[config.mk]
export PLATFORM = sky130hd
export DESIGN_NAME = escape_rle_decoder_unit
export DESIGN_NICKNAME = d
export VERILOG_FILES = /design/src/hdl/erld_pkg.sv /design/src/hdl/escape_rle_decoder_unit.sv /design/src/hdl/erld_sub.sv
export SDC_FILE = /design/constraint.sdc
export NUM_CORES = 1
export LEC_CHECK = 0
export BUFFER_PORTS_ARGS = -buffer_cell sky130_fd_sc_hd__buf_2
export CORE_MARGIN = 3
export CORE_UTILIZATION = 29
export DETAILED_ROUTE_END_ITERATION = 10
export PLACE_DENSITY_LB_ADDON = 0.2
export RECOVER_POWER = 25
export SYNTH_ARGS = -nofsm -noshare
export SYNTH_HDL_FRONTEND = slang
export SYNTH_HIERARCHICAL = 1
export SYNTH_SLANG_ARGS = --single-unit
[constraint.sdc]
create_clock -name clk_i -period 4.54 [get_ports clk_i]
set_clock_uncertainty 0.2 [all_clocks]
set_input_delay 0.454 -clock clk_i [delete_from_list [all_inputs] [get_ports clk_i]]
set_output_delay 0.454 -clock clk_i [all_outputs]
set_load 0.03 [all_outputs]
[src/hdl/erld_pkg.sv]
// Package for the escape run-length decoder: types, constants and sizes.
package erld_pkg;

  localparam int unsigned BYTE_W = 8;
  localparam int unsigned CNT_W  = 6;

  localparam logic [BYTE_W-1:0] DIGIT_BASE = 8'd48;
  localparam logic [BYTE_W-1:0] MARK_RESET = 8'd42;
  localparam logic [CNT_W-1:0]  MAX_RUN    = 6'd63;

  typedef enum logic [1:0] {
    ST_LIT,
    ST_COUNT,
    ST_VALUE,
    ST_EMIT
  } state_e;

  typedef struct packed {
    logic [BYTE_W-1:0] diff;
    logic              borrow;
    logic              zero;
    logic              over;
  } sub_res_t;

endpackage

[src/hdl/escape_rle_decoder_unit.sv]
// Top level of the escape run-length decoder: sequencer, run registers, output stage.
//
//   channel   | handshake                    | payload
//   ----------+------------------------------+---------------------------------------
//   input     | data_valid_i / data_ready_o  | data_byte_i
//   output    | out_valid_o / out_ready_i    | out_byte_o, run_end_o, count_saturated_o
//   config    | mark_char_we_i (no wait)     | mark_char_i
//
// Literal, mark and count bytes are each taken as soon as the output slot is free.
// After a value byte the block holds input off while it emits the copies of the run;
// the shared subtractor decrements the remaining count. Reset clears the sequencer,
// run count and output valid and sets the mark to '*'. Output back-pressure stalls
// the copy loop and input acceptance; a waiting result holds off the next byte until
// it drains, which may be in the same cycle.
module escape_rle_decoder_unit (
  input  logic                        clk_i,
  input  logic                        rst_ni,
  input  logic                        mark_char_we_i,
  input  logic [erld_pkg::BYTE_W-1:0] mark_char_i,
  input  logic                        data_valid_i,
  output logic                        data_ready_o,
  input  logic [erld_pkg::BYTE_W-1:0] data_byte_i,
  output logic                        out_valid_o,
  input  logic                        out_ready_i,
  output logic [erld_pkg::BYTE_W-1:0] out_byte_o,
  output logic                        run_end_o,
  output logic                        count_saturated_o
);

  erld_pkg::state_e            st_q, st_d;
  logic [erld_pkg::BYTE_W-1:0] mark_q;
  logic [erld_pkg::CNT_W-1:0]  rem_q, rem_d;
  logic                        sat_q, sat_d;
  logic [erld_pkg::BYTE_W-1:0] val_q, val_d;
  logic                        out_valid_q, out_valid_d;
  logic [erld_pkg::BYTE_W-1:0] out_byte_q, out_byte_d;
  logic                        run_end_q, run_end_d;
  logic                        out_sat_q, out_sat_d;

  logic [erld_pkg::BYTE_W-1:0] sub_a, sub_b;
  erld_pkg::sub_res_t          sub_res;
  logic                        slot_free;
  logic                        in_fire;
  logic                        is_mark;

  // Output register is free when empty or being drained this cycle.
  assign slot_free = !out_valid_q || out_ready_i;
  assign in_fire   = data_valid_i && data_ready_o;
  assign is_mark   = (data_byte_i == mark_q);

  // Operand select for the shared unit: copy count while emitting,
  // digit conversion otherwise.
  always_comb begin
    if (st_q == erld_pkg::ST_EMIT) begin
      sub_a = {{(erld_pkg::BYTE_W-erld_pkg::CNT_W){1'b0}}, rem_q};
      sub_b = erld_pkg::BYTE_W'(1);
    end else begin
      sub_a = data_byte_i;
      sub_b = erld_pkg::DIGIT_BASE;
    end
  end

  erld_sub u_sub (
    .a_i  (sub_a),
    .b_i  (sub_b),
    .res_o(sub_res)
  );

  // Next state.
  always_comb begin
    st_d = st_q;
    case (st_q)
      erld_pkg::ST_LIT: begin
        if (in_fire && is_mark) st_d = erld_pkg::ST_COUNT;
      end
      erld_pkg::ST_COUNT: begin
        if (in_fire) st_d = erld_pkg::ST_VALUE;
      end
      erld_pkg::ST_VALUE: begin
        if (in_fire) st_d = (rem_q == '0) ? erld_pkg::ST_LIT : erld_pkg::ST_EMIT;
      end
      erld_pkg::ST_EMIT: begin
        // last copy leaves the loop
        if (slot_free && sub_res.zero) st_d = erld_pkg::ST_LIT;
      end
      default: st_d = erld_pkg::ST_LIT;
    endcase
  end

  // Outputs and datapath updates.
  always_comb begin
    data_ready_o = 1'b0;
    rem_d        = rem_q;
    sat_d        = sat_q;
    val_d        = val_q;
    out_valid_d  = out_valid_q && !out_ready_i;
    out_byte_d   = out_byte_q;
    run_end_d    = run_end_q;
    out_sat_d    = out_sat_q;
    case (st_q)
      erld_pkg::ST_LIT: begin
        data_ready_o = slot_free;
        if (in_fire && !is_mark) begin
          // pass the literal straight through
          out_valid_d = 1'b1;
          out_byte_d  = data_byte_i;
          run_end_d   = 1'b1;
          out_sat_d   = 1'b0;
        end
      end
      erld_pkg::ST_COUNT: begin
        data_ready_o = slot_free;
        if (in_fire) begin
          if (sub_res.borrow) begin
            rem_d = '0;
            sat_d = 1'b0;
          end else if (sub_res.over) begin
            rem_d = erld_pkg::MAX_RUN;
            sat_d = 1'b1;
          end else begin
            rem_d = sub_res.diff[erld_pkg::CNT_W-1:0];
            sat_d = 1'b0;
          end
        end
      end
      erld_pkg::ST_VALUE: begin
        data_ready_o = slot_free;
        if (in_fire) begin
          val_d = data_byte_i;
          // empty run: drop the value byte and clear the run state
          if (rem_q == '0) sat_d = 1'b0;
        end
      end
      erld_pkg::ST_EMIT: begin
        if (slot_free) begin
          out_valid_d = 1'b1;
          out_byte_d  = val_q;
          run_end_d   = sub_res.zero;
          out_sat_d   = sat_q;
          rem_d       = sub_res.diff[erld_pkg::CNT_W-1:0];
          if (sub_res.zero) sat_d = 1'b0;
        end
      end
      default: data_ready_o = 1'b0;
    endcase
  end

  always_ff @(posedge clk_i or negedge rst_ni) begin
    if (!rst_ni) begin
      st_q        <= erld_pkg::ST_LIT;
      mark_q      <= erld_pkg::MARK_RESET;
      rem_q       <= '0;
      sat_q       <= 1'b0;
      out_valid_q <= 1'b0;
    end else begin
      st_q        <= st_d;
      rem_q       <= rem_d;
      sat_q       <= sat_d;
      out_valid_q <= out_valid_d;
      if (mark_char_we_i) mark_q <= mark_char_i;
    end
  end

  // Payload registers hold without reset.
  always_ff @(posedge clk_i) begin
    val_q      <= val_d;
    out_byte_q <= out_byte_d;
    run_end_q  <= run_end_d;
    out_sat_q  <= out_sat_d;
  end

  assign out_valid_o       = out_valid_q;
  assign out_byte_o        = out_byte_q;
  assign run_end_o         = run_end_q;
  assign count_saturated_o = out_sat_q;

  // A copy loop never runs with nothing left to emit.
  a_emit_nonzero: assert property (@(posedge clk_i) disable iff (!rst_ni)
    (st_q == erld_pkg::ST_EMIT) |-> (rem_q != '0))
    else $error("copy loop entered with zero count");

  // The last copy returns the sequencer to literal mode and flags the run end.
  a_last_copy: assert property (@(posedge clk_i) disable iff (!rst_ni)
    (st_q == erld_pkg::ST_EMIT && slot_free && rem_q == erld_pkg::CNT_W'(1))
    |=> (st_q == erld_pkg::ST_LIT && out_valid_o && run_end_o))
    else $error("last copy did not end the run");

  // A clamped run carries the limit as its count while it waits for its value byte.
  a_sat_count: assert property (@(posedge clk_i) disable iff (!rst_ni)
    (st_q == erld_pkg::ST_VALUE && sat_q) |-> (rem_q == erld_pkg::MAX_RUN))
    else $error("saturated run with wrong count");

  // A literal byte shows up on the output the next cycle, flagged as a run end and not saturated.
  a_literal_pass: assert property (@(posedge clk_i) disable iff (!rst_ni)
    (in_fire && st_q == erld_pkg::ST_LIT && !is_mark)
    |=> (out_valid_o && out_byte_o == $past(data_byte_i) && run_end_o
         && !count_saturated_o))
    else $error("literal byte not passed through");

endmodule

[src/hdl/erld_sub.sv]
// Shared subtract and compare unit of the escape run-length decoder.
module erld_sub (
  input  logic [erld_pkg::BYTE_W-1:0] a_i,
  input  logic [erld_pkg::BYTE_W-1:0] b_i,
  output erld_pkg::sub_res_t          res_o
);

  logic [erld_pkg::BYTE_W:0] diff_wide;

  assign diff_wide = {1'b0, a_i} - {1'b0, b_i};

  always_comb begin
    res_o.diff   = diff_wide[erld_pkg::BYTE_W-1:0];
    res_o.borrow = diff_wide[erld_pkg::BYTE_W];
    res_o.zero   = (diff_wide == '0);
    // count above the limit, only meaningful without borrow
    res_o.over   = !diff_wide[erld_pkg::BYTE_W] &&
                   (diff_wide[erld_pkg::BYTE_W-1:0] >
                    {{(erld_pkg::BYTE_W-erld_pkg::CNT_W){1'b0}}, erld_pkg::MAX_RUN});
  end

endmodule

# [After elaboration in Yosys (flattened, before gate mapping)]
# Cells that the tools add are included.
[totals] regBits=36 inputBits=21 out_inout_bits=12 wordCells=80
[classes] addsub=1 n_lt_le_gt_ge=1 n_eq_ne=12 muxes=34 n_reduce_logical=23
[ops] operator="two-way mux 6 bit" count=5
[ops] operator="two-way mux 8 bit" count=3
[ops] operator="one-hot mux 8 bit (2 select lines)" count=1
[ops] operator="two-way mux 1 bit" count=14
[ops] operator="!= test 2 bit, second input constant" count=7
[ops] operator="one-hot mux 6 bit (2 select lines)" count=1
[ops] operator="two-way mux 2 bit" count=5
[ops] operator="logical NOT 9 bit" count=1
[ops] operator="subtractor 8 x 6 -> 9 bit" count=1
[ops] operator="== test 8 bit" count=1
[ops] operator="greater-than comparator 8 x 6 -> 1 bit, second input constant" count=1
[ops] operator="one-hot mux 2 bit (4 select lines)" count=1
[ops] operator="logical AND 1 bit" count=6
[ops] operator="logical NOT 6 bit" count=1
[ops] operator="one-hot mux 1 bit (2 select lines)" count=3
[ops] operator="AND reduction 3 bit" count=2
[ops] operator="AND reduction 6 bit" count=1
[ops] operator="== test 2 bit, second input constant" count=2
[ops] operator="logical NOT 1 bit" count=4
[ops] operator="AND reduction 4 bit" count=1
[ops] operator="nonzero test 2 bit" count=2
[ops] operator="one-hot mux 1 bit (3 select lines)" count=1
[ops] operator="nonzero test 3 bit" count=1
[ops] operator="OR reduction 3 bit" count=1
[ops] operator="5 further kinds" count=5

# [Logic depth before layout (Yosys ltp)]
# Gate-level depths: netlist of run 1.
[depth] word_depth=9 depth_mapped=18 ltp_nobuf=17

# [Hierarchy]
# Netlist of run 1, hierarchy kept.
[modules_own_cells] module="escape_rle_decoder_unit" instances=1 cells_each=155 area_per_inst_um2=1691.6 seq_area_each_um2=994.7
[modules_own_cells] module="erld_sub" instances=1 cells_each=55 area_per_inst_um2=400.4 seq_area_each_um2=0.0

# [Worst setup path after synthesis of run 1]
# Ideal clock, no wire load.
[synth_path] path_type="register -> register" start="register st_q[0]" end="register st_q[0]" setup_time_ns=0.125 arrival_time_ns=3.611 required_ns=4.215 path_slack_ns=0.604 stages_incl_launch_ff=19 n_path_buf=2 synth_period_minus_slack_ns=3.936 cell_sequence="dfrtp_1 ha_1 clkbuf_1 clkbuf_1 nand2_1 nand2_1 inv_1 ha_1 inv_1 fa_1 a21o_1 a221oi_2 xnor2_1 or4_4 nor4_2 nand3_1 o21a_1 o22a_1 mux2_2"
[synth_lines] item="start, declared" line_no="escape_rle_decoder_unit.sv:30" text="erld_pkg::state_e st_q, st_d;"
[synth_lines] item="start signal, assigned" line_no="escape_rle_decoder_unit.sv:150" text="st_q <= erld_pkg::ST_LIT;"
[synth_lines] item="start signal, assigned" line_no="escape_rle_decoder_unit.sv:156" text="st_q <= st_d;"

==> summary.txt, run 1 <==
Cells and area
  • Fin nets: 287
  • Post-Layout Cell Count: 349
  • Commonest non-fill, non-tap cells in the layout: nand2_1 (46), buf_2 (22), edfxtp_1 (18), o21ai_0 (17), dfrtp_1 (15)
  • Most common cell after layout, fill and taps aside: nand2_1
  • Area growth syn-to-layout: 18.3%
  • Share of post-route cells with drive strength above 1: 0.186
  • Post-route cell area: 2470 um2
  • Fillers: 727
  • # diodes: 0

Die
  • Initial Utilization: 0.304
  • Die height: 90.8 um
  • Die area: 8250 um2
  • Io pins: 33
  • Core box area: 6870 um2
  • DIE WIDTH: 90.8 um
  • Row cnt: 30

GRT
  • Top Usage Layer GRT: met2
  • Gr ovfl total: 0
  • Met2 Usage GRT: 0.176
  • Number of global-route vias before repair: 1537
  • Grt met1 use: 0.171
  • Largest net degree at the start of global routing: 19
  • First-pass GRT wire length: 7690 um
  • Initial antenna violation count: 0
  • Gr usage total: 0.117
  • Grt met3 use: 0.0258

Clock network
  • Worst-Skew Late Latency: 0.28 ns
  • CTS tree: yes
  • Clk sinks: 36
  • Number of H-tree levels: 2
  • Total CTS buffers: 5
  • Reg clk slew, reported paths: 0.07 ns
  • Resize count post-CTS: 0
  • Clk root buf: clkbuf_8
  • CTS max path bufs: 2

Routing
  • DRC violations left: 0
  • Final WL: 4560 um
  • First-pass DRT Iterations: 4
  • Remaining antenna violation count after routing: 0
  • Via count: 1581
  • Post-DR vias/cell: 4.53
  • Post-DR wirelength/cell: 13.1 um
  • Iter 0 DRT Violations: 99

Power and ir drop
  • Tot Pwr: 1.60 mW
  • Max rail drop VDD: 0.179 mV
  • Power share of the combinational group: 0.548
  • Seq pwr share: 0.318
  • PwrDens: 648 nW/um2
  • Pint: 894 uW
  • Clock power share: 0.134
  • P_sw: 706 uW
  • Sw frac: 0.441
  • Cell leakage power: 1.07 nW

Critical path
  • Worst-path maximum fanout: 10
  • CP Capture Type: register
  • Crit path kind: reg2reg
  • WP data arrival: 4.01 ns
  • Critical Path RT: 4.50 ns
  • Worst setup SP type: register

Placement
  • IO buf count: 32
  • Last weighted congestion value of the routability-driven placer: 0.789
  • Placed cell count: 340
  • DP HPWL: 3640 um
  • Pre-CTS setup slack: 0.572 ns
  • Dpl cell area: 2390 um2

Timing
  • Setup-failing EPs final: 0
  • RSZ-0062 raised after global routing: false
  • F_max: 247 MHz
  • Final Slew Violations: 0
  • Fin crit share: 0.891
  • Hold Fails Final Rpt: 0
  • Max transition margin: 0.308
  • Min Tclk post-route: 4.05 ns
  • Final WS setup: 0.493 ns
  • Setup TNS: 0 ns
  • Slew @ Worst Pin: 1.04 ns

Yosys
  • Synth warn: 6
  • Syn Std Cell Area: 2090 um2
  • Syn_area_per_cell: 9.98 um2
  • Mapped Cells: 209

Worst hold path
  • Hold Crit Class: in2reg

Job
  • Max Cap Viol: 0

Run status
  • Status: finished, final reports clean
-- sequential cells by signal, indices dropped and copies added (netlist names) --
| register | flops |
|---|---|
| mark_q | 8 |
| out_byte_o | 8 |
| val_q | 8 |
| rem_q | 6 |
| st_q | 2 |
| count_saturated_o | 1 |
| out_valid_o | 1 |
| run_end_o | 1 |
| sat_q | 1 |
-- path summary, 6_finish.rpt --
kind                       slack (ns)           to  cells past startpoint           start
hold reg to reg                  0.31     rem_q[1]                      2        rem_q[1]
setup reg to reg                 0.49      st_q[0]                     15         st_q[1]
setup / recovery                 0.49      st_q[0]                     15         st_q[1]
max in group asynchronous        2.83     rem_q[4]                      2          rst_ni
hold / removal                   0.20    mark_q[4]                      2  mark_char_i[4]
min in group asynchronous        0.67  out_valid_o                      2          rst_ni
-- power groups by stage --
stage / sequential [mW] / combinational [mW] / clock [mW]
finish: 0.509 / 0.876 / 0.215
global route: 0.522 / 0.984 / 0.242
CTS: 0.510 / 0.881 / 0.226
detailed placement: 0.516 / 0.872 / 0
global placement: 0.515 / 0.881 / 0
floorplan: 0.589 / 0.574 / 0
-- per-layer routing --
layer	wire, um	vias to the layer above
li1	-	806
met1	2300	729
met5	0	-
met3	243	2
met2	1990	44
met4	14	0
-- area by class of cell --
| class | instances | area, um2 | area share |
|---|---|---|---|
| inverters | 15 | 56.3 | 0.0228 |
| repair buffers | 36 | 180 | 0.0730 |
| multi-input cells | 158 | 1030 | 0.419 |
| clock buffers | 7 | 76.3 | 0.0309 |
| flip-flops and latches | 36 | 995 | 0.403 |
| clock inverters | 1 | 5.00 | 0.00203 |
| well taps | 96 | 120 | 0.0487 |
-- stage by stage --
stage	util	hold slack [ns]
4_1_cts	0.361	0.193
5_1_grt	0.359	0.193
6_report	0.359	0.204
3_3_place_gp	0.348	0.228
2_1_floorplan	-	-0.0416
3_5_place_dp	0.348	0.224
-- critical path, cell delays in order, from the launching register on --
cell	delay, ns
dfrtp_1	0.40
ha_1	0.34
clkinv_1	0.14
buf_4	0.19
nand2_1	0.08
nand2_1	0.11
fa_1	0.47
a21o_1	0.20
a221oi_2	0.29
nor2_1	0.10
a211oi_1	0.50
nor4_2	0.12
nand3_1	0.10
o21a_1	0.18
o22a_1	0.18
mux2_2	0.33
-- what timing repair did --
item,4_1_cts,5_1_grt
hold endpoints to repair,15,0
setup buffers,0,0
hold buffers,1,0
No activity file was read; power rests on OpenSTA's default activity.
==> run 2, diff against run 1 <==
MAX_ROUTING_LAYER = met4   (was not set)
SLEW_MARGIN = 20   (was not set)
==> summary.txt, run 2 (synthesis results as in run 1) <==
Run status
  • Status: finished, final reports clean (unchanged)

Clock network
  • Clk sinks: 36 (unchanged)
  • Worst-Skew Late Latency: 0.28 ns (about the same)
  • Number of H-tree levels: 2 (unchanged)
  • Reg clk slew, reported paths: 0.07 ns (about the same)
  • Post-CTS Setup Bufs: 0 (unchanged)
  • Clk root buf: clkbuf_8 (unchanged)
  • Total CTS buffers: 5 (unchanged)
  • CTS max path bufs: 2 (unchanged)
  • CTS tree: yes (unchanged)

Timing
  • Setup TNS: 0 ns (unchanged)
  • Slew @ Worst Pin: 1.04 ns (about the same)
  • Max transition margin: 0.306 (was 0.308)
  • Setup-failing EPs final: 0 (unchanged)
  • Fin crit share: 0.886 (was 0.891)
  • Hold Fails Final Rpt: 0 (unchanged)
  • F_max: 249 MHz (was 247 MHz)
  • RSZ-0062 raised after global routing: false (unchanged)
  • Min Tclk post-route: 4.02 ns (was 4.05 ns)
  • Final Slew Violations: 0 (unchanged)

Critical path
  • Crit path kind: reg2reg (unchanged)
  • CP Capture Type: register (unchanged)
  • Worst setup SP type: register (unchanged)
  • CP cell instances: ha_1 -> clkinv_1 -> nand2_1 -> nand2_1 -> inv_1 -> ha_1 -> inv_1 -> fa_1 -> a21o_1 -> a221oi_2 -> nor2_1 -> a211oi_1 -> nor4_2 -> nand3_1 -> o21a_1 -> o22a_1 -> mux2_2 (was ha_1 -> clkinv_1 -> buf_4 -> nand2_1 -> nand2_1 -> fa_1 -> a21o_1 -> a221oi_2 -> nor2_1 -> a211oi_1 -> nor4_2 -> nand3_1 -> o21a_1 -> o22a_1 -> mux2_2)
  • Slowest CP cell: a211oi_1 (unchanged)
  • Critical Path RT: 4.50 ns (about the same)
  • WP data arrival: 3.99 ns (was 4.01 ns)
  • Worst-path maximum fanout: 8 (was 10)
  • CP max stage delay: 0.49 ns (was 0.50 ns)

Power and ir drop
  • Clock power share: 0.135 (was 0.134)
  • Sw frac: 0.441 (about the same)
  • Power share of the combinational group: 0.546 (was 0.548)
  • Max rail drop VDD: 0.180 mV (was 0.179 mV)
  • P_sw: 705 uW (was 706 uW)
  • Cell leakage power: 1.07 nW (unchanged)
  • PwrDens: 648 nW/um2 (about the same)
  • Seq pwr share: 0.319 (was 0.318)
  • Pint: 893 uW (was 894 uW)

Die
  • Io pins: 33 (unchanged)
  • DIE WIDTH: 90.8 um (unchanged)
  • Core box area: 6870 um2 (unchanged)
  • Row cnt: 30 (unchanged)
  • Die area: 8250 um2 (unchanged)
  • Die height: 90.8 um (unchanged)
  • Initial Utilization: 0.304 (unchanged)

Routing
  • DRC violations left: 0 (unchanged)
  • Met1 WL: 2260 um (was 2300 um)
  • Post-DR vias/cell: 4.59 (was 4.53)
  • Metal3 WL: 294 um (was 243 um)
  • Met2 WL: 1980 um (was 1990 um)
  • Remaining antenna violation count after routing: 0 (unchanged)
  • Via count: 1601 (was 1581)
  • Final WL: 4550 um (was 4560 um)
  • First-pass DRT Iterations: 4 (unchanged)
  • Max Used Layer: met4 (unchanged)
  • Iter 0 DRT Violations: 96 (was 99)
  • Post-DR wirelength/cell: 13.0 um (was 13.1 um)

GRT
  • Largest net degree at the start of global routing: 19 (unchanged)
  • First-pass GRT wire length: 7690 um (unchanged)
  • Number of global-route vias before repair: 1537 (unchanged)
  • Gr usage total: 0.121 (was 0.117)
  • Gr ovfl total: 0 (unchanged)
  • Initial antenna violation count: 0 (unchanged)

Cells and area
  • # diodes: 0 (unchanged)
  • Post-route cell area: 2470 um2 (unchanged)
  • Share of post-route cells with drive strength above 1: 0.186 (unchanged)
  • Commonest non-fill, non-tap cells in the layout: nand2_1 (46), buf_2 (22), edfxtp_1 (18), o21ai_0 (17), dfrtp_1 (15) (unchanged)
  • Area growth syn-to-layout: 18.3% (unchanged)
  • Fillers: 727 (unchanged)
  • Final core utilization: 0.359 (unchanged)
  • Most common cell after layout, fill and taps aside: nand2_1 (unchanged)
  • Fin nets: 287 (unchanged)

Worst hold path
  • Hold Crit Class: in2reg (unchanged)

Placement
  • Dpl cell area: 2390 um2 (unchanged)
  • Last weighted congestion value of the routability-driven placer: 0.800 (was 0.789)
  • IO buf count: 32 (unchanged)
  • DP HPWL: 3640 um (unchanged)

Job
  • Max Cap Viol: 0 (unchanged)
## run 2: what timing repair did
item / 4_1_cts / 5_1_grt
hold endpoints to repair: 15 / 0
hold buffers: 1 / 0
gates resized for setup: 0 / 0
## run 2: final timing paths
check                         endpoint           start  slack [ns]  cells after the start
max                            st_q[0]         st_q[1]        0.52                     17
min                          mark_q[4]  mark_char_i[4]        0.20                      2
max reg2reg                    st_q[0]         st_q[1]        0.52                     17
min reg2reg                   rem_q[1]        rem_q[1]        0.31                      2
max in group asynchronous     rem_q[4]          rst_ni        2.83                      2
min in group asynchronous  out_valid_o          rst_ni        0.67                      2
## run 2: cell type report
class                      instances  area (um2)  area share
clock inverter                     1        5.00     0.00203
clock buffer                       7        76.3      0.0309
tap                               96         120      0.0487
sequential                        36         995       0.403
timing repair buffer              36         180      0.0730
inverter                          15        56.3      0.0228
multi-input combinational        158        1030       0.419
## run 2: worst max-delay path: cells and delay by family, from the launching register on
kind	cells	cell delay, ns
flip-flops	1	0.40
multiplexers	1	0.33
buffers and inverters	3	0.26
adder cells (fa/ha/maj)	3	0.92
AO/OA/AOI/OAI	5	1.33
AND/OR/NAND/NOR	5	0.47
## run 2: per-stage QoR
step	cells	setup WS, ns	power, mW	hold slack [ns]
CTS	349	0.528	1.62	0.193
detailed placement	340	0.572	1.39	0.224
finish	349	0.519	1.60	0.205
global route	349	0.0951	1.75	0.193
floorplan	213	0.604	1.16	-0.0416
global placement	340	0.646	1.40	0.228
## run 2: routing by layer
| metal | up-vias | GRT usage |
|---|---|---|
| met3 | 2 | 0.0250 |
| met5 | - | - |
| li1 | 805 | - |
| met2 | 47 | 0.176 |
| met1 | 747 | 0.172 |
| met4 | 0 | 0.0264 |
## run 2: power groups by stage
stage	sequential, mW	combinational, mW	clock, mW
6_report	0.509	0.873	0.216
5_1_grt	0.522	0.984	0.242
4_1_cts	0.510	0.881	0.226
3_5_place_dp	0.516	0.872	0
3_3_place_gp	0.515	0.881	0
2_1_floorplan	0.589	0.574	0
